### config.mk
export PLATFORM = sky130hd
export DESIGN_NAME = chunk_transition_map_builder_unit
export DESIGN_NICKNAME = d
export VERILOG_FILES = /design/src/sv/ctmb_pkg.sv /design/src/sv/ctmb_fifo.sv /design/src/sv/ctmb_front.sv /design/src/sv/ctmb_back.sv /design/src/sv/chunk_transition_map_builder_unit.sv
export VERILOG_INCLUDE_DIRS = /design/src /design/src/sv
export SDC_FILE = /design/constraint.sdc
export NUM_CORES = 1
export LEC_CHECK = 0
export BUFFER_PORTS_ARGS = -buffer_cell sky130_fd_sc_hd__buf_2
export CORE_MARGIN = 1.5
export CORE_UTILIZATION = 35
export CTS_BUF_LIST = sky130_fd_sc_hd__clkbuf_16
export DETAILED_ROUTE_END_ITERATION = 6
export PLACE_DENSITY = 0.53
export SLEW_MARGIN = 15
export SYNTH_ARGS = -nofsm -noshare
export SYNTH_HDL_FRONTEND = slang
export SYNTH_SLANG_ARGS = --single-unit
### constraint.sdc
create_clock -name clk -period 21.2 [get_ports clk]
set_input_delay 1.06 -clock clk [delete_from_list [all_inputs] [get_ports clk]]
set_output_delay 1.06 -clock clk [all_outputs]
set_load 0.02 [all_outputs]
### src/sv/chunk_transition_map_builder_unit_assert.svh
// assertion macros shared by the block
`ifndef CHUNK_TRANSITION_MAP_BUILDER_UNIT_ASSERT_SVH
`define CHUNK_TRANSITION_MAP_BUILDER_UNIT_ASSERT_SVH

// same-cycle implication, checked outside reset
`define CTMB_ASSERT_IMPLY(label, clk, rst_n, ante, cons, msg) \
    label: assert property (@(posedge clk) disable iff (!rst_n) (ante) |-> (cons)) \
        else $error(msg);

// next-cycle implication, checked outside reset
`define CTMB_ASSERT_NEXT(label, clk, rst_n, ante, cons, msg) \
    label: assert property (@(posedge clk) disable iff (!rst_n) (ante) |=> (cons)) \
        else $error(msg);

`endif

### src/sv/ctmb_pkg.sv
package ctmb_pkg;

    // field widths
    localparam int BYTE_W      = 8;
    localparam int SYM_W       = 2;
    localparam int CSIZE_W     = 13;
    localparam int MAP_W       = 8;
    localparam int COUNT_W     = 15;
    localparam int NUM_SYM     = 4;
    localparam int NUM_COUNT   = NUM_SYM * NUM_SYM;
    localparam int IDX_W       = 2 * SYM_W;

    localparam logic [COUNT_W-1:0] COUNT_MAX   = {COUNT_W{1'b1}};
    localparam logic [CSIZE_W-1:0] CSIZE_RESET = CSIZE_W'(256);

    // defaults for top-level parameters
    localparam int MAX_CHUNK_BYTES_DEF = 4096;
    localparam int QUEUE_DEPTH_DEF     = 4;

    // classified byte passed from front to back
    typedef struct packed {
        logic [BYTE_W-1:0] data_byte;
        logic [SYM_W-1:0]  prev_sym;
        logic              prev_en;
        logic              close;
        logic              eos;
    } item_t;

    // one result record
    typedef struct packed {
        logic             record_bit;
        logic [MAP_W-1:0] chunk_map;
        logic             stream_done;
    } result_t;

    // queue handshake toward a consumer or producer
    typedef struct packed {
        logic empty;
        logic full;
    } qstat_t;

endpackage

### src/sv/ctmb_fifo.sv
module ctmb_fifo #(
    parameter int WIDTH = 8,
    parameter int DEPTH = 4
) (
    input  logic             clk,
    input  logic             rst_n,
    input  logic             wr_en,
    input  logic [WIDTH-1:0] wr_data,
    input  logic             rd_en,
    output logic [WIDTH-1:0] rd_data,
    output ctmb_pkg::qstat_t stat
);

    localparam int PW = (DEPTH > 1) ? $clog2(DEPTH) : 1;
    localparam int CW = $clog2(DEPTH + 1);

    logic [WIDTH-1:0] mem_reg [DEPTH];
    logic [PW-1:0]    wr_ptr_reg, wr_ptr_next;
    logic [PW-1:0]    rd_ptr_reg, rd_ptr_next;
    logic [CW-1:0]    count_reg, count_next;
    logic             do_wr, do_rd;

    assign stat.empty = (count_reg == '0);
    assign stat.full  = (count_reg == CW'(DEPTH));
    assign do_wr      = wr_en && !stat.full;
    assign do_rd      = rd_en && !stat.empty;
    assign rd_data    = mem_reg[rd_ptr_reg];

    // pointer and fill level
    always_comb
    begin
        wr_ptr_next = wr_ptr_reg;
        rd_ptr_next = rd_ptr_reg;
        count_next  = count_reg;
        if (do_wr)
        begin
            wr_ptr_next = (wr_ptr_reg == PW'(DEPTH - 1)) ? '0 : wr_ptr_reg + 1'b1;
        end
        if (do_rd)
        begin
            rd_ptr_next = (rd_ptr_reg == PW'(DEPTH - 1)) ? '0 : rd_ptr_reg + 1'b1;
        end
        if (do_wr && !do_rd)
        begin
            count_next = count_reg + 1'b1;
        end
        else if (do_rd && !do_wr)
        begin
            count_next = count_reg - 1'b1;
        end
    end

    always_ff @(posedge clk or negedge rst_n)
    begin
        if (!rst_n)
        begin
            wr_ptr_reg <= '0;
            rd_ptr_reg <= '0;
            count_reg  <= '0;
        end
        else
        begin
            wr_ptr_reg <= wr_ptr_next;
            rd_ptr_reg <= rd_ptr_next;
            count_reg  <= count_next;
        end
    end

    // storage
    always_ff @(posedge clk)
    begin
        if (do_wr)
        begin
            mem_reg[wr_ptr_reg] <= wr_data;
        end
    end

endmodule

### src/sv/ctmb_front.sv
module ctmb_front #(
    parameter int MAX_CHUNK_BYTES = ctmb_pkg::MAX_CHUNK_BYTES_DEF
) (
    input  logic                            clk,
    input  logic                            rst_n,
    input  logic                            push,
    input  logic [ctmb_pkg::BYTE_W-1:0]     data_byte,
    input  logic                            end_of_stream,
    input  logic                            chunk_len_we,
    input  logic [ctmb_pkg::CSIZE_W-1:0]    chunk_len_wdata,
    input  logic                            q_full,
    output logic                            q_push,
    output ctmb_pkg::item_t                 q_item
);

    localparam int BW = $clog2(MAX_CHUNK_BYTES + 1);
    localparam int CW = (BW > ctmb_pkg::CSIZE_W) ? BW : ctmb_pkg::CSIZE_W;
    localparam logic [BW-1:0] BMAX = BW'(MAX_CHUNK_BYTES);
    localparam logic [CW-1:0] CMAX = CW'(MAX_CHUNK_BYTES);

    logic [ctmb_pkg::CSIZE_W-1:0] chunk_len_reg;
    logic [ctmb_pkg::SYM_W-1:0]   prev_sym_reg, prev_sym_next;
    logic                         have_prev_reg, have_prev_next;
    logic [BW-1:0]                bytes_reg, bytes_next;
    logic [BW-1:0]                bytes_inc;
    logic [CW-1:0]                csize_ext, eff_size;
    logic                         close;

    // configuration register
    always_ff @(posedge clk or negedge rst_n)
    begin
        if (!rst_n)
        begin
            chunk_len_reg <= ctmb_pkg::CSIZE_RESET;
        end
        else if (chunk_len_we)
        begin
            chunk_len_reg <= chunk_len_wdata;
        end
    end

    // effective chunk size clamped to 1..max
    always_comb
    begin
        csize_ext = CW'(chunk_len_reg);
        if (csize_ext == '0)
        begin
            eff_size = CW'(1);
        end
        else if (csize_ext > CMAX)
        begin
            eff_size = CMAX;
        end
        else
        begin
            eff_size = csize_ext;
        end
    end

    // classify: byte count and chunk close
    assign bytes_inc = (bytes_reg == BMAX) ? bytes_reg : bytes_reg + 1'b1;
    assign close     = (CW'(bytes_inc) >= eff_size) || end_of_stream;
    assign q_push    = push && !q_full;

    assign q_item.data_byte = data_byte;
    assign q_item.prev_sym  = prev_sym_reg;
    assign q_item.prev_en   = have_prev_reg;
    assign q_item.close     = close;
    assign q_item.eos       = end_of_stream;

    // stream state
    always_comb
    begin
        prev_sym_next  = prev_sym_reg;
        have_prev_next = have_prev_reg;
        bytes_next     = bytes_reg;
        if (q_push)
        begin
            prev_sym_next  = end_of_stream ? '0 : data_byte[ctmb_pkg::SYM_W-1:0];
            have_prev_next = !end_of_stream;
            bytes_next     = close ? '0 : bytes_inc;
        end
    end

    always_ff @(posedge clk or negedge rst_n)
    begin
        if (!rst_n)
        begin
            prev_sym_reg  <= '0;
            have_prev_reg <= 1'b0;
            bytes_reg     <= '0;
        end
        else
        begin
            prev_sym_reg  <= prev_sym_next;
            have_prev_reg <= have_prev_next;
            bytes_reg     <= bytes_next;
        end
    end

endmodule

### src/sv/ctmb_back.sv
module ctmb_back (
    input  logic              clk,
    input  logic              rst_n,
    input  ctmb_pkg::qstat_t  q_stat,
    input  ctmb_pkg::item_t   q_item,
    output logic              q_pop,
    input  logic              res_full,
    output logic              res_push,
    output ctmb_pkg::result_t res
);

    localparam int NC = ctmb_pkg::NUM_COUNT;
    localparam int KW = ctmb_pkg::COUNT_W;

    logic [KW-1:0]              cnt_reg  [NC];
    logic [KW-1:0]              cnt_next [NC];
    logic [KW-1:0]              snap_reg [NC];
    logic                       snap_valid_reg;
    logic                       snap_eos_reg;
    logic                       first_pending_reg;
    logic [ctmb_pkg::MAP_W-1:0] current_map_reg;
    logic [ctmb_pkg::IDX_W-1:0] pair_idx [4];
    logic [3:0]                 pair_en;
    logic [2:0]                 inc;
    logic [KW:0]                sum;
    logic [ctmb_pkg::MAP_W-1:0] new_map;
    logic                       same_map;
    logic                       take_close;

    // argmax per preceding symbol, ties to the lower successor
    function automatic logic [ctmb_pkg::MAP_W-1:0] build_map(input logic [KW-1:0] c [NC]);
        logic [ctmb_pkg::MAP_W-1:0] m;
        logic [ctmb_pkg::SYM_W-1:0] best;
        m = '0;
        for (int s = 0; s < ctmb_pkg::NUM_SYM; s++)
        begin
            best = '0;
            for (int t = 1; t < ctmb_pkg::NUM_SYM; t++)
            begin
                if (c[s * ctmb_pkg::NUM_SYM + int'(best)] < c[s * ctmb_pkg::NUM_SYM + t])
                begin
                    best = ctmb_pkg::SYM_W'(t);
                end
            end
            m[(ctmb_pkg::NUM_SYM - 1 - s) * ctmb_pkg::SYM_W +: ctmb_pkg::SYM_W] = best;
        end
        return m;
    endfunction

    // map stage: result goes out when the result queue has room
    assign new_map  = build_map(snap_reg);
    assign same_map = !first_pending_reg && (new_map == current_map_reg);
    assign res_push = snap_valid_reg && !res_full;

    assign res.record_bit  = same_map;
    assign res.chunk_map   = same_map ? '0 : new_map;
    assign res.stream_done = snap_eos_reg;

    // count stage: a closing byte waits until the snapshot is free
    assign q_pop      = !q_stat.empty && (!q_item.close || !snap_valid_reg || res_push);
    assign take_close = q_pop && q_item.close;

    // the four transitions of this byte
    always_comb
    begin
        pair_idx[0] = {q_item.prev_sym, q_item.data_byte[7:6]};
        pair_idx[1] = q_item.data_byte[7:4];
        pair_idx[2] = q_item.data_byte[5:2];
        pair_idx[3] = q_item.data_byte[3:0];
        pair_en     = {3'b111, q_item.prev_en};
    end

    // saturating counter update
    always_comb
    begin
        for (int i = 0; i < NC; i++)
        begin
            inc = '0;
            for (int p = 0; p < 4; p++)
            begin
                if (pair_en[p] && (pair_idx[p] == ctmb_pkg::IDX_W'(i)))
                begin
                    inc = inc + 1'b1;
                end
            end
            sum = {1'b0, cnt_reg[i]} + (KW + 1)'(inc);
            cnt_next[i] = (sum > {1'b0, ctmb_pkg::COUNT_MAX}) ? ctmb_pkg::COUNT_MAX
                                                              : sum[KW-1:0];
        end
    end

    // counter table
    always_ff @(posedge clk or negedge rst_n)
    begin
        if (!rst_n)
        begin
            for (int i = 0; i < NC; i++)
            begin
                cnt_reg[i] <= '0;
            end
        end
        else if (q_pop)
        begin
            for (int i = 0; i < NC; i++)
            begin
                cnt_reg[i] <= q_item.close ? '0 : cnt_next[i];
            end
        end
    end

    // snapshot of a closed chunk
    always_ff @(posedge clk)
    begin
        if (take_close)
        begin
            for (int i = 0; i < NC; i++)
            begin
                snap_reg[i] <= cnt_next[i];
            end
            snap_eos_reg <= q_item.eos;
        end
    end

    // snapshot valid and map history
    always_ff @(posedge clk or negedge rst_n)
    begin
        if (!rst_n)
        begin
            snap_valid_reg    <= 1'b0;
            first_pending_reg <= 1'b1;
            current_map_reg   <= '0;
        end
        else
        begin
            if (take_close)
            begin
                snap_valid_reg <= 1'b1;
            end
            else if (res_push)
            begin
                snap_valid_reg <= 1'b0;
            end
            if (res_push)
            begin
                if (snap_eos_reg)
                begin
                    first_pending_reg <= 1'b1;
                    current_map_reg   <= '0;
                end
                else
                begin
                    first_pending_reg <= 1'b0;
                    current_map_reg   <= new_map;
                end
            end
        end
    end

endmodule

### src/sv/chunk_transition_map_builder_unit.sv
// chunk transition map builder
// input queue side: drive data_byte and end_of_stream with push; a transfer
// happens on a rising edge with push high and full low
// result queue side: while empty is low the oldest record sits on
// record_bit, chunk_map and stream_done; pop with empty low takes it
// chunk length is written by chunk_len_we / chunk_len_wdata; the user must do so only while idle, not enforced
// throughput: one byte per cycle unless a stall holds it, set by the counter
// update in the back end; a chunk close snapshots the counters so the next
// byte follows without a gap while the snapshot is free
// result path: a closing byte goes from the input queue through the counter stage
// snapshot, then the map stage into the result queue
// reset: counters, stream state and queues clear at once, chunk length
// returns to 256, the first map of a stream is always reported as changed
// result stall: records wait in the result queue; once it and the snapshot
// are full, a closing byte holds at the head of the input queue, bytes
// behind it wait there too and full rises when the queue fills
`include "chunk_transition_map_builder_unit_assert.svh"

module chunk_transition_map_builder_unit #(
    parameter int MAX_CHUNK_BYTES = ctmb_pkg::MAX_CHUNK_BYTES_DEF,
    parameter int QUEUE_DEPTH     = ctmb_pkg::QUEUE_DEPTH_DEF
) (
    input  logic                            clk,
    input  logic                            rst_n,
    input  logic                            push,
    output logic                            full,
    input  logic [ctmb_pkg::BYTE_W-1:0]     data_byte,
    input  logic                            end_of_stream,
    output logic                            empty,
    input  logic                            pop,
    output logic                            record_bit,
    output logic [ctmb_pkg::MAP_W-1:0]      chunk_map,
    output logic                            stream_done,
    input  logic                            chunk_len_we,
    input  logic [ctmb_pkg::CSIZE_W-1:0]    chunk_len_wdata
);

    localparam int IW = $bits(ctmb_pkg::item_t);
    localparam int RW = $bits(ctmb_pkg::result_t);

    logic              mq_push, mq_pop;
    ctmb_pkg::item_t   mq_in, mq_out;
    ctmb_pkg::qstat_t  mq_stat;
    logic              rq_push;
    ctmb_pkg::result_t rq_in, rq_out;
    ctmb_pkg::qstat_t  rq_stat;

    // front: stream state and chunk close decision
    ctmb_front #(
        .MAX_CHUNK_BYTES (MAX_CHUNK_BYTES)
    ) u_front (
        .clk             (clk),
        .rst_n           (rst_n),
        .push            (push),
        .data_byte       (data_byte),
        .end_of_stream   (end_of_stream),
        .chunk_len_we    (chunk_len_we),
        .chunk_len_wdata (chunk_len_wdata),
        .q_full          (mq_stat.full),
        .q_push          (mq_push),
        .q_item          (mq_in)
    );

    // queue between front and back
    ctmb_fifo #(
        .WIDTH (IW),
        .DEPTH (QUEUE_DEPTH)
    ) u_item_q (
        .clk     (clk),
        .rst_n   (rst_n),
        .wr_en   (mq_push),
        .wr_data (mq_in),
        .rd_en   (mq_pop),
        .rd_data (mq_out),
        .stat    (mq_stat)
    );

    // back: counters and map builder
    ctmb_back u_back (
        .clk      (clk),
        .rst_n    (rst_n),
        .q_stat   (mq_stat),
        .q_item   (mq_out),
        .q_pop    (mq_pop),
        .res_full (rq_stat.full),
        .res_push (rq_push),
        .res      (rq_in)
    );

    // result queue
    ctmb_fifo #(
        .WIDTH (RW),
        .DEPTH (QUEUE_DEPTH)
    ) u_result_q (
        .clk     (clk),
        .rst_n   (rst_n),
        .wr_en   (rq_push),
        .wr_data (rq_in),
        .rd_en   (pop),
        .rd_data (rq_out),
        .stat    (rq_stat)
    );

    assign full        = mq_stat.full;
    assign empty       = rq_stat.empty;
    assign record_bit  = rq_out.record_bit;
    assign chunk_map   = rq_out.chunk_map;
    assign stream_done = rq_out.stream_done;

    // checks
    `CTMB_ASSERT_IMPLY(a_rec_map_zero, clk, rst_n, !empty && record_bit, chunk_map == '0,
        "unchanged record carries a nonzero map")
    `CTMB_ASSERT_IMPLY(a_res_room, clk, rst_n, rq_push, !rq_stat.full,
        "result written into a full queue")
    `CTMB_ASSERT_IMPLY(a_item_room, clk, rst_n, mq_pop, !mq_stat.empty,
        "item taken from an empty queue")

endmodule
After elaboration in Yosys (flattened, before gate mapping). Memories as Yosys holds them, arrays and structs flattened. Cells that the tools add are included.

Register bits: 534. Latch bits: 0. Bits in writable memories: 92. Bits in read-only memories: 0. Input bits: 27. Logic and storage cells: 449. Memories: 2.

Memory list: u_item_q.mem_reg (depth 4, bits a word 13, read ports 1, clocked after memory_dff 0, write ports 1, RTL line ctmb_fifo.sv:17) `logic [WIDTH-1:0] mem_reg [DEPTH];`; u_result_q.mem_reg (depth 4, bits a word 10, read ports 1, clocked after memory_dff 0, write ports 1, RTL line ctmb_fifo.sv:17).

$add $sub $neg: 79. $mul: 0. Divide/modulo/power cells: 0. Order comparisons: 38. Equal/unequal tests: 68. Shifts and indexed selects: 0. Mux-type cells: 154. Bitwise logic cells: 8. Reduce and logical (&&, ||, !) cells: 54.

Operator list (number): $mux 15 (48); $bmux 15 s4 (8); $add 15x3->16 (16); $ge 32x5->1 const B (8); $gt 16x15->1 const B (16); $not 32->32 (6); $lt 15x15->1 (12); $mux 3 (52); $eq 4x4->1 const B (32); $add 3x1->3 const B (34); $eq 4x3->1 const B (16); $mux 13 (4); $add 1x1->2 const B (16); $eq 4x2->1 const B (8); $not 1->32 (1); $not 2->32 (1); $logic_and 1x1->1 (29); $mux 1 (27); $mux 2 (13); $eq 4x1->1 const B (4); $logic_not 4->1 (4); $mux 8 (2); $add 13x1->13 const B (1); $eq 13x13->1 const B (1); 16 further kinds (42).

Longest topological paths before layout. Gate-level depths: netlist of run 1.

Depth in word-level cells: 19. Gate-level depth with buffers: 31. Depth with buffers taken out: 27.

Modules after synthesis. From an unflattened synthesis of run 1, not the netlist that was laid out.

Cell total of the unflattened synthesis: 3623. Area total of the unflattened synthesis: 37140.6 um^2.

Modules (own cells, without submodules): ctmb_back (times used 1, cells each 3223, area an instance 30928.4 um^2); ctmb_fifo at u_item_q (times used 1, cells each 105, area an instance 2318.5 um^2); ctmb_front (times used 1, cells each 206, area an instance 1998.2 um^2); ctmb_fifo at u_result_q (times used 1, cells each 89, area an instance 1895.6 um^2).

Worst setup path after synthesis of run 1. No wires, ideal clock.

Path kind: register -> register. From: reg u_item_q.rd_ptr_reg[1]. To: reg u_back.snap_eos_reg (enable). Arrival time: 18.409 ns. Slack: 1.604 ns. Stages on the path, launching flop included: 5. Buffers on the path: 1. Path through: dfrtp_1 clkbuf_1 mux4_2 inv_1 nor3b_1.

Word-level cells in the longest chain between the ends: 6.

Ends and longest elaborated chain: start, declared (RTL line ctmb_fifo.sv:19) `logic [PW-1:0] rd_ptr_reg, rd_ptr_next;`; start signal, assigned (RTL line ctmb_fifo.sv:64) `rd_ptr_reg <= rd_ptr_next;`; $mem_v2 4x13 *; $logic_not 1->1 (RTL line ctmb_back.sv:60) `assign q_pop = !q_stat.empty && (!q_item.close || !snap_valid_reg || res_push);`; $logic_or 1x1->1 (2 in a row) (RTL line ctmb_back.sv:60); $logic_and 1x1->1 (RTL line ctmb_back.sv:60); $logic_and 1x1->1 * (RTL line ctmb_back.sv:61) `assign take_close = q_pop && q_item.close;`; named net u_back.take_close (RTL line ctmb_back.sv:28) `logic take_close;`; end signal, assigned (RTL line ctmb_back.sv:120) `snap_eos_reg <= q_item.eos;`; end, declared (RTL line ctmb_back.sv:19) `logic snap_eos_reg;`.

The timed path passes the listed nets; every way through them passes the cells marked *. A chain may end at the register's enable or synchronous reset.

==> results by group, run 1 <==
Route
  – Routed Antenna Nets: 0
  – # DRC: 0
  – Vias per std cell: 5.059
  – First DRT Iteration DRCs: 1512
  – Via Count: 24570
  – Drt pass-1 iters: 5
  – Routed WL: 80730 um
  – WL/cell: 16.62 um

Floorplan
  – FP Rows: 116
  – Core area: 100600 sq um
  – Die extent in x: 322.3 um
  – Die height: 322.3 um
  – Die area: 103900 sq um
  – Num ports: 39
  – Starting Density: 35.49%

Placement
  – Place WS: 13.10 ns
  – RePlAce Congestion: 0.8110
  – Placed cells: 4728
  – Hpwl dp: 56550 um
  – IO Port Bufs: 38

CTS
  – Cts bufs inserted: 72
  – CTS Root Cell: clkbuf_16
  – # resized after CTS: 0
  – Worst-path clk slew: 0.06 ns
  – CTS tree: built
  – Worst skew pair latency: 0.63 ns
  – Sinks on Clock Net: 626
  – Post-CTS Hold Fix Bufs: 0
  – Clock buffer depth: 3
  – Post-CTS setup buffers: 0
  – CTS H-tree depth: 3

STA
  – RSZ-0062 raised after global routing: no
  – Rel. slew slack: 25.57%
  – Count of pins over their slew limit: 0
  – FMAX: 121.7 MHz
  – Final min period: 8.220 ns
  – Crit share post-route: 38.77%
  – Final setup violation count: 0
  – Worst Tran Pin Value: 1.088 ns
  – Fin Clk Skew: 0.02464 ns
  – Final hold vios: 0
  – Post-route worst setup slack: 12.98 ns
  – Setup TNS Final: 0 ns

Global routing
  – Vias in the first global route: 24427
  – Initial antenna violation count: 1
  – Largest net degree at the start of global routing: 88
  – Gr ovfl total: 0
  – Total GRT Usage: 15.74%
  – First-pass GRT wire length: 131800 um

Pwr
  – Worst vdd ir: 0.1084 mV
  – Power per cell area: 171.6 nW/um^2
  – P_leak: 0.01764 uW

Layout
  – Fraction of layout cells with a size suffix above 1: 7.143%
  – N_diodes: 0
  – Fin cells: 4857
  – Layout fillers: 9716
  – Fin nets: 3781
  – Layout area overhead: 10.61%
  – Post-layout util: 39.25%

Synth
  – Seq cells post-synth: 626
  – FFs w/ async S/R, synth: 46.81%
  – Synth Cell Area: 35690 sq um
  – Register area share after synthesis: 48.56%
  – Gate Count Post-Synth: 3434
  – Post-synth top flop: edfxtp_1
  – Post-synth top area share: 28.02%
  – Count of flip-flops with a built-in enable after synthesis: 333
  – Area contributors post-synth: edfxtp_1 (28%), dfrtp_1 (20%), ha_1 (10%), a22o_1 (6.0%), nand2_1 (4.5%)
  – Ys Warns: 0
  – Synth unique cells: 77
  – Synthesized area per cell: 10.39 sq um
  – Synth area leader: edfxtp_1
  – Post-Syn Nets: 3770

Worst setup path
  – Critical Path, Cell by Cell: ha_1 -> a21oi_1 -> nand2_1 -> a221oi_1 -> o21ai_2 -> o21ai_0 -> ha_1 -> a221oi_1 -> o21ai_0 -> a221o_1 -> a21oi_1 -> o31a_1 -> nor2_1 -> a21oi_1 -> ha_1 -> a211oi_1 -> o21ai_0 -> a2111oi_0 -> o221ai_1 -> a221oi_1 -> nor3_1 -> mux2i_1 -> o211ai_2 -> a31oi_1
  – CP Data Arrival Time: 8.61 ns
  – Crit path required time: 21.59 ns
  – CP delay by family, top: compound AO/OA/AOI/OAI gates
  – Buffers & Inverters on Critical Path: 0
  – Worst path max stage delay: 0.88 ns
  – Worst Setup Path Type: flop to flop
  – Crit Path Max Fanout: 30
  – CP endpoint kind: flop
  – Slowest CP cell: o31a_1
  – R2R Setup Slk: 12.98 ns
  – Crit start category: flop

Run status
  – Outcome: finished, final reports clean

Min path
  – Worst min-delay path class: input pin to asynchronous set/reset pin

Run
  – MaxCap Viol Count: 0
[cell type report]
type                    instances  area, sq um  share of cell area (%)
inverters                     316         1186                   3.004
multi-input cells            2373        16760                   42.45
repair buffers                 56        335.3                  0.8493
flip-flops and latches        626        17330                   43.91
clock inverters                57        365.4                  0.9254
well taps                    1357         1698                   4.301
clock buffers                  72         1802                   4.564
[routing by layer]
layer  vias up  global-route usage [%]  wire (um)
li1      12302                       -          -
met4         0                   4.403       1782
met1     11857                   22.43      40230
met3        99                   2.103       2407
met2       312                   24.98      36310
met5         -                       0          0
[per-stage QoR]
step	hold slack (ns)	total power, uW	area [sq um]
floorplan	0.4390	4907	35690
global placement	0.4550	5618	37310
detailed placement	0.4582	5649	37310
CTS	0.4677	6861	39470
global route	0.4849	7414	39480
finish	0.4583	6775	39480
[layout by cell type (no fill, tap or decap), drive strengths merged, types with 22 or more instances in the layout]
cell type  netlist  layout
a21o            32      32
a21oi          159     159
a22o           243     243
a31oi           25      25
and2            22      22
and3            41      41
buf              7      56
clkbuf         112      72
clkinv           1      32
dfrtp          291     291
edfxtp         333     333
ha             291     291
inv            315     334
mux2            38      38
mux4            23      23
nand2          427     427
nand2b          37      37
nand3           80      80
nand4           47      47
nor2           249     249
nor2b           52      52
nor3            28      28
o21a            23      23
o21ai          178     178
xnor2           76      76
xor2           112     112
[power breakdown]
| part | switching [uW] | total [uW] | internal (uW) |
|---|---|---|---|
| clock network | 515 | 1170 | 656 |
| registers | 169 | 1990 | 1820 |
| logic | 2360 | 3610 | 1260 |
| total | 3040 | 6770 | 3730 |
[cells by family after synthesis]
logic type	Yosys count	synth area share [%]
flip-flops	626	48.56
adder cells (fa/ha/maj)	309	11.21
buffers and inverters	435	4.589
AO/OA/AOI/OAI	766	14.85
XOR/XNOR	188	4.613
multiplexers	65	2.762
AND/OR/NAND/NOR	1045	13.42
[Yosys cell counts (7+ instances only)]
library cell    n
nand2_1       427
edfxtp_1      333
inv_1         315
dfrtp_1       291
ha_1          291
nor2_1        249
a22o_1        243
o21ai_0       176
a21oi_1       159
clkbuf_1      112
xor2_1        112
nand3_1        80
xnor2_1        76
nor2b_1        52
nand4_1        47
and3_1         41
mux2_2         38
nand2b_1       37
a21o_1         31
nor3_1         28
a31oi_1        25
mux4_2         23
o21a_1         23
fa_1           18
and2_1         17
a211oi_1       12
o211ai_1       12
o22ai_1        11
or2_2          11
and4_1         10
or3_1          10
a32o_1          8
nand3b_1        7
nor3b_1         7
[worst reg2reg max path: stages (launching register included)]
cell	delay (ns)
edfxtp_1	0.40
ha_1	0.33
a21oi_1	0.15
nand2_1	0.07
a221oi_1	0.72
o21ai_2	0.49
o21ai_0	0.41
ha_1	0.31
a221oi_1	0.27
o21ai_0	0.14
a221o_1	0.34
a21oi_1	0.22
o31a_1	0.88
nor2_1	0.12
a21oi_1	0.16
ha_1	0.27
a211oi_1	0.25
o21ai_0	0.16
a2111oi_0	0.51
o221ai_1	0.22
a221oi_1	0.47
nor3_1	0.19
mux2i_1	0.23
o211ai_2	0.25
a31oi_1	0.43
[path summary, 6_finish.rpt]
| kind | depth (start not counted) | to | from |
|---|---|---|---|
| setup / recovery | 24 | u_result_q.mem_reg[3][8] | u_back.snap_reg[118] |
| hold / removal | 1 | u_back.cnt_reg[178] | rst_n |
| setup reg to reg | 24 | u_result_q.mem_reg[3][8] | u_back.snap_reg[118] |
| hold reg to reg | 2 | u_back.first_pending_reg | u_back.first_pending_reg |
| max in group asynchronous | 3 | u_back.cnt_reg[238] | rst_n |
| min in group clk | 2 | u_back.first_pending_reg | u_back.first_pending_reg |
Power figures use the tool's default switching activity.
==> inputs of run 2 (changes only) <==
ABC_AREA = 1   (was not set)
clock period = 8.32 ns   (was 21.2 ns; I/O delays follow)
==> results by group, run 2 <==
Min path
  – Worst min-delay path class: input pin to flop
  – Hold path endpoint: u_item_q.mem_reg[1][6]
  – Hold Crit Start: data_byte[1]
  – Hold depth: 1

Synth
  – Count of flip-flops with a built-in enable after synthesis: 333 (unchanged)
  – Compound-Gate Fraction of Synth Area: 10.53% (-4.3 points)
  – Post-Syn Nets: 4612 (+22%)
  – Mux cell area share after synthesis: 0.4003% (-2.4 points)
  – Synth unique cells: 45 (-42%)
  – FFs w/ async S/R, synth: 46.81% (unchanged)
  – Synth cell count leaders: nand2_1 (942), inv_1 (740), o21ai_0 (421)
  – Synth area leader: edfxtp_1
  – Register area share after synthesis: 47.40% (-1.2 points)
  – Seq cells post-synth: 626 (unchanged)
  – Post-synthesis simple-gate area fraction: 18.26% (+4.8 points)
  – Ys Warns: 0 (unchanged)
  – Largest family of logic cells by synthesized area: simple AND/OR/NAND/NOR gates
  – Area contributors post-synth: edfxtp_1 (27%), dfrtp_1 (20%), ha_1 (10%), nand2_1 (9.7%), inv_1 (7.6%)
  – Most common cell in the netlist: nand2_1
  – Post-synth top flop: edfxtp_1
  – Synth Cell Area: 36570 sq um (+2.5%)
  – Post-synth top area share: 27.34% (-0.67 points)
  – Post-Synth Adder-Cell Area: 10.94% (-0.27 points)
  – Post-Synth XOR/XNOR Area: 3.760% (-0.85 points)
  – Synthesized area per cell: 8.553 sq um (-18%)
  – Gate Count Post-Synth: 4276 (+25%)

STA
  – Final min period: 6.294 ns (-1.927 ns)
  – Count of pins over their slew limit: 0 (unchanged)
  – Fin Clk Skew: 0.03200 ns (+0.007363 ns)
  – Final hold vios: 0 (unchanged)
  – Final setup violation count: 0 (unchanged)
  – Post-route worst setup slack: 2.026 ns (-10.95 ns)
  – Rel. slew slack: 32.52% (+7.0 points)
  – RSZ-0062 raised after global routing: no
  – FMAX: 158.9 MHz (+31%)
  – Crit share post-route: 75.64% (+37 points)
  – Setup TNS Final: 0 ns (unchanged)
  – Worst Tran Pin Value: 1.012 ns (-0.07616 ns)

CTS
  – Cts bufs inserted: 75 (+4.2%)
  – # resized after CTS: 0 (unchanged)
  – CTS tree: built
  – Post-CTS setup buffers: 0 (unchanged)
  – CTS Root Cell: clkbuf_16
  – CTS H-tree depth: 3 (unchanged)
  – Worst-path clk slew: 0.05 ns (about the same)
  – Sinks on Clock Net: 626 (unchanged)
  – Clock buffer depth: 3 (unchanged)
  – Worst skew pair latency: 0.63 ns (about the same)

Pwr
  – Worst vdd ir: 0.4774 mV (+340%)
  – Combinational Power Share: 51.8% (-1.6 points)
  – Sequential power share: 29.3% (about the same)
  – Power per cell area: 417.3 nW/um^2 (+140%)
  – Clk pwr share: 18.9% (+1.6 points)
  – Switching Share: 45.87% (+0.97 points)
  – P_leak: 0.01853 uW (+5.1%)
  – Sw Pwr: 7836 uW (+160%)
  – Internal power: 9248 uW (+150%)

Worst setup path
  – RR Endpoint: u_result_q.mem_reg[0][5]
  – Worst Setup Path Type: flop to flop
  – Crit path required time: 8.66 ns (-12.93 ns)
  – CP endpoint kind: flop
  – Slowest CP cell: o21ai_0
  – Reg-to-reg critical path startpoint: u_back.snap_reg[59]
  – Crit Path Max Fanout: 31 (+3.3%)
  – CP Data Arrival Time: 6.64 ns (-1.97 ns)
  – Worst path max stage delay: 0.58 ns (-0.30 ns)
  – R2R depth: 26 (+8.3%)
  – Worst Setup SP: u_back.snap_reg[59]
  – Crit start category: flop
  – CP dominant cell by count: a21oi_1
  – R2R Setup Slk: 2.03 ns (-10.95 ns)

Layout
  – Most frequent cells in the layout: nand2_1 (940), inv_1 (765), o21ai_0 (421), nor2_1 (342), edfxtp_1 (333)
  – Fraction of layout cells with a size suffix above 1: 5.192% (-2.0 points)
  – Fin cells: 5774 (+19%)
  – Post-layout util: 39.56% (+0.31 points)
  – Leading cell type in the layout, fill and taps excluded: nand2_1
  – Fin nets: 4665 (+23%)
  – Layout area overhead: 11.95%

Route
  – Drt pass-1 iters: 5 (unchanged)
  – First DRT Iteration DRCs: 1465 (-3.1%)
  – Vias per std cell: 4.739 (-6.3%)
  – Routed Antenna Nets: 0 (unchanged)
  – Via Count: 27362 (+11%)
  – Routed WL: 82790 um (+2.6%)
  – # DRC: 0 (unchanged)
  – WL/cell: 14.34 um (-14%)

Placement
  – IO Port Bufs: 38 (unchanged)
  – Placed cells: 5612 (+19%)
  – RePlAce Congestion: 0.8005 (-1.3%)
  – Place WS: 1.996 ns (-11.11 ns)
  – Hpwl dp: 57200 um (+1.1%)

Floorplan
  – Starting Density: 35.34% (-0.15 points)
  – Core area: 103500 sq um (+2.9%)
  – FP Rows: 118 (+1.7%)
  – Die extent in x: 326.3 um (+1.2%)
  – Die area: 106400 sq um (+2.4%)
  – Die height: 326.3 um (+1.2%)
  – Num ports: 39 (unchanged)

Global routing
  – Gr ovfl total: 0 (unchanged)
  – Largest net degree at the start of global routing: 168 (+91%)
  – Total GRT Usage: 15.72% (-0.024 points)
  – First-pass GRT wire length: 136200 um (+3.4%)
  – Vias in the first global route: 26946 (+10%)
  – Initial antenna violation count: 7 (+6)

Run status
  – Outcome: finished, final reports clean

Run
  – MaxCap Viol Count: 0 (unchanged)
## run 2: cell count changes in the layout (fill, tap and decap cells not counted), moves of 59 or more
cell,change
a22o_1,-221
xnor2_1,-59
o21ai_0,+247
nand3_1,+95
nand2_1,+513
inv_1,+435
nor2_1,+94
## run 2: timing repair
action / 4_1_cts / 5_1_grt
endpoints found under the setup margin: 0 / 0
hold endpoints to repair: 129 / 0
hold buffers: 20 / 0
## run 2: cell type report
class                   count  area (sq um)
diodes                      3         7.507
well taps                1380          1727
fillers                 10274         62560
clock inverters            62         485.5
repair buffers             76         573.1
flip-flops and latches    626         17330
multi-input cells        2802         16080
inverters                 748          2813
clock buffers              77          1927
## run 2: logic make-up (layout without fill, tap and decap cells)
logic type	after synthesis	count (layout)
buf+inv	848	963
fa+ha+maj	309	309
other cells	0	3
mux	13	13
simple gates	1623	1623
xor+xnor	157	157
compound gates	700	700
flops	626	626
## run 2: power by group through the flow
stage	clock network, uW	registers [uW]	logic (uW)
2_1_floorplan	0	5060	6480
3_3_place_gp	0	5050	8830
3_5_place_dp	0	5060	8990
4_1_cts	3330	5010	9040
5_1_grt	3450	5100	10400
6_report	3220	5000	8860
## run 2: how the worst max path moves through the flow
stage	to	slack, ns
after floorplan	u_back.snap_eos_reg	0.63
after global routing	u_result_q.mem_reg[0][3]	1.35
after global placement	u_result_q.mem_reg[0][4]	2.09
final	u_result_q.mem_reg[0][5]	2.03
after detailed placement	u_result_q.mem_reg[1][5]	2.00
after CTS	u_result_q.mem_reg[0][5]	1.93
## run 2: routing by layer
layer / track usage [%] / part of all wire, % / routed length, um
met1: 20.93 / 48 / 39470
met2: 26.10 / 46 / 38050
met3: 2.447 / 3.6 / 2977
met4: 5.106 / 2.7 / 2267
met5: 0 / 0.041 / 34
## run 2: worst max-delay path, delay by kind of cell, from the launching register on
family | cells | cell delay, ns
AOI/OAI and AO/OA | 11 | 2.38
adders and majority gates | 3 | 0.92
DFF | 1 | 0.39
and+or+nand+nor | 12 | 2.30
## run 2: metrics by stage
stage | total power (uW) | area [sq um] | hold slack, ns
floorplan | 11530 | 36570 | 0.1204
global placement | 13880 | 38320 | 0.4725
detailed placement | 14050 | 38320 | 0.4795
CTS | 17390 | 40930 | 0.001648
global route | 18910 | 40940 | 0.01375
finish | 17080 | 40940 | 0.03909
==> inputs of run 3 (changes only) <==
clock period = 6.08 ns   (was 8.32 ns; I/O delays follow)
==> results by group, run 3 (synthesis results as in run 2) <==
Run status
  – Outcome: finished, final reports clean

Pwr
  – Power per cell area: 573.5 nW/um^2 (+37%)
  – P_leak: 0.01876 uW (+1.2%)
  – Worst vdd ir: 0.4504 mV (-5.7%)

Worst setup path
  – Buffers & Inverters on Critical Path: 0 (unchanged)
  – Crit path required time: 6.45 ns (-2.21 ns)
  – Slowest CP cell: o21ai_0
  – CP delay by family, top: compound AO/OA/AOI/OAI gates
  – Crit Path Max Fanout: 18 (-42%)
  – Worst path max stage delay: 0.45 ns (-0.13 ns)
  – Worst Setup Path Type: flop to flop
  – CP endpoint kind: flop
  – CP dominant cell by count: nand2_1
  – CP Data Arrival Time: 5.95 ns (-0.69 ns)
  – Crit start category: flop

STA
  – Count of pins over their slew limit: 0 (unchanged)
  – FMAX: 179.2 MHz (+13%)
  – Crit share post-route: 91.76% (+16 points)
  – Fin Clk Skew: 0.02390 ns (-0.008094 ns)
  – Worst Tran Pin Value: 1.139 ns (+0.1267 ns)
  – Worst hold slack: 0.05610 ns (+0.01700 ns)
  – Final hold vios: 0 (unchanged)
  – Setup TNS Final: 0 ns (unchanged)
  – Rel. slew slack: 24.07% (-8.4 points)
  – Final min period: 5.579 ns (-0.7144 ns)
  – Final setup violation count: 0 (unchanged)

Global routing
  – Largest net degree at the start of global routing: 123 (-27%)
  – First-pass GRT wire length: 139700 um (+2.6%)
  – Vias in the first global route: 27199 (+0.94%)
  – Gr ovfl total: 0 (unchanged)
  – Total GRT Usage: 16.04% (+0.32 points)
  – Initial antenna violation count: 2 (-5)

Route
  – # DRC: 0 (unchanged)
  – WL/cell: 14.49 um (+1.0%)
  – Routed Antenna Nets: 0 (unchanged)
  – First DRT Iteration DRCs: 1520 (+3.8%)
  – Routed WL: 84380 um (+1.9%)
  – Via Count: 27597 (+0.86%)
  – Vias per std cell: 4.738 (about the same)
  – Drt pass-1 iters: 6 (+1)

Layout
  – Fin nets: 4717 (+1.1%)
  – Layout fillers: 10253 (-0.20%)
  – Post-route cell area: 41320 sq um (+0.93%)
  – Leading cell type in the layout, fill and taps excluded: nand2_1
  – Register area: 17330 sq um (unchanged)
  – Multi-input logic area: 16100 sq um (+0.17%)
  – Most frequent cells in the layout: nand2_1 (938), inv_1 (757), o21ai_0 (417), nor2_1 (341), edfxtp_1 (333)
  – Fraction of layout cells with a size suffix above 1: 6.368% (+1.2 points)
  – Layout area overhead: 12.99%

CTS
  – CTS Root Cell: clkbuf_16
  – CTS tree: built
  – CTS H-tree depth: 3 (unchanged)
  – Sinks on Clock Net: 626 (unchanged)
  – Worst-path clk slew: 0.05 ns (about the same)
  – Clock buffer depth: 3 (unchanged)
  – Worst skew pair latency: 0.64 ns (about the same)
  – Cts bufs inserted: 76 (+1.3%)

Floorplan
  – Die extent in x: 326.3 um (unchanged)
  – Num ports: 39 (unchanged)
  – FP Rows: 118 (unchanged)
  – Die area: 106400 sq um (unchanged)
  – Starting Density: 35.34% (unchanged)
  – Die height: 326.3 um (unchanged)
  – Core area: 103500 sq um (unchanged)

Placement
  – Hpwl dp: 58670 um (+2.6%)
  – RePlAce Congestion: 0.8014 (+0.11%)
  – IO Port Bufs: 38 (unchanged)
  – Placed cell areas: 38700 sq um (+0.98%)

Run
  – MaxCap Viol Count: 0 (unchanged)

Min path
  – Worst min-delay path class: input pin to flop
[run 3: repair_timing]
item / 4_1_cts / 5_1_grt
hold buffers: 23 / 0
setup endpoints to repair: 32 / 36
endpoints found under the hold margin: 104 / 0
buffers inserted: 0 / 0
gates resized for setup: 2 / 7
pin swaps: 1 / 0
[run 3: path summary, 6_finish.rpt]
| check | slack [ns] | cells after the start | start | end |
|---|---|---|---|---|
| worst min-delay path | 0.06 | 5 | pop | u_result_q.rd_ptr_reg[1] |
| worst max-delay path | 0.50 | 26 | u_back.snap_reg[57] | u_result_q.mem_reg[1][4] |
| max in group asynchronous | 4.61 | 3 | rst_n | u_back.cnt_reg[237] |
| min in group asynchronous | 0.20 | 2 | rst_n | u_back.cnt_reg[157] |
| worst max register to register | 0.50 | 26 | u_back.snap_reg[57] | u_result_q.mem_reg[1][4] |
| worst min register to register | 0.49 | 2 | u_back.cnt_reg[77] | u_back.cnt_reg[77] |
[run 3: layer usage]
metal | vias to the layer above | routed length (um) | GRT usage [%]
met1 | 12852 | 41070 | 21.98
met4 | 0 | 1614 | 4.095
met5 | - | 0 | 0
li1 | 14240 | - | -
met3 | 117 | 2837 | 2.386
met2 | 388 | 38860 | 26.49
[run 3: report_power, final]
group          internal [uW]  leakage [uW]  total [uW]  switching [uW]
sequential              6340       0.00727        6840             492
clock                   2530       0.00124        4370            1840
combinational           4030        0.0103       12500            8460
total                  12900        0.0188       23700           10800
[run 3: per-stage QoR]
stage                     setup WS, ns  total power (uW)  std cells  utilization [%]
after global placement         -0.1328             19320       5660            37.39
after CTS                       0.1915             24080       5824            39.91
final                           0.5008             23700       5825            39.93
after global routing          -0.01317             26210       5824            39.92
after detailed placement       -0.1269             19550       5660            37.39
after floorplan                 0.8857             15760       4276                -
[run 3: tightest hold or removal path: stages]
cell	delay, ns
buf_2	0.10
inv_1	0.04
nor2_1	0.08
nand2_1	0.06
o21ai_0	0.06
[run 3: layout make-up]
type	count	share of cell area [%]
diodes	1	0.006056
clock buffers	76	4.602
clock inverters	65	1.129
inverters	748	6.807
multi-input cells	2802	38.97
flip-flops and latches	626	41.95
well taps	1380	4.178
repair buffers	127	2.362
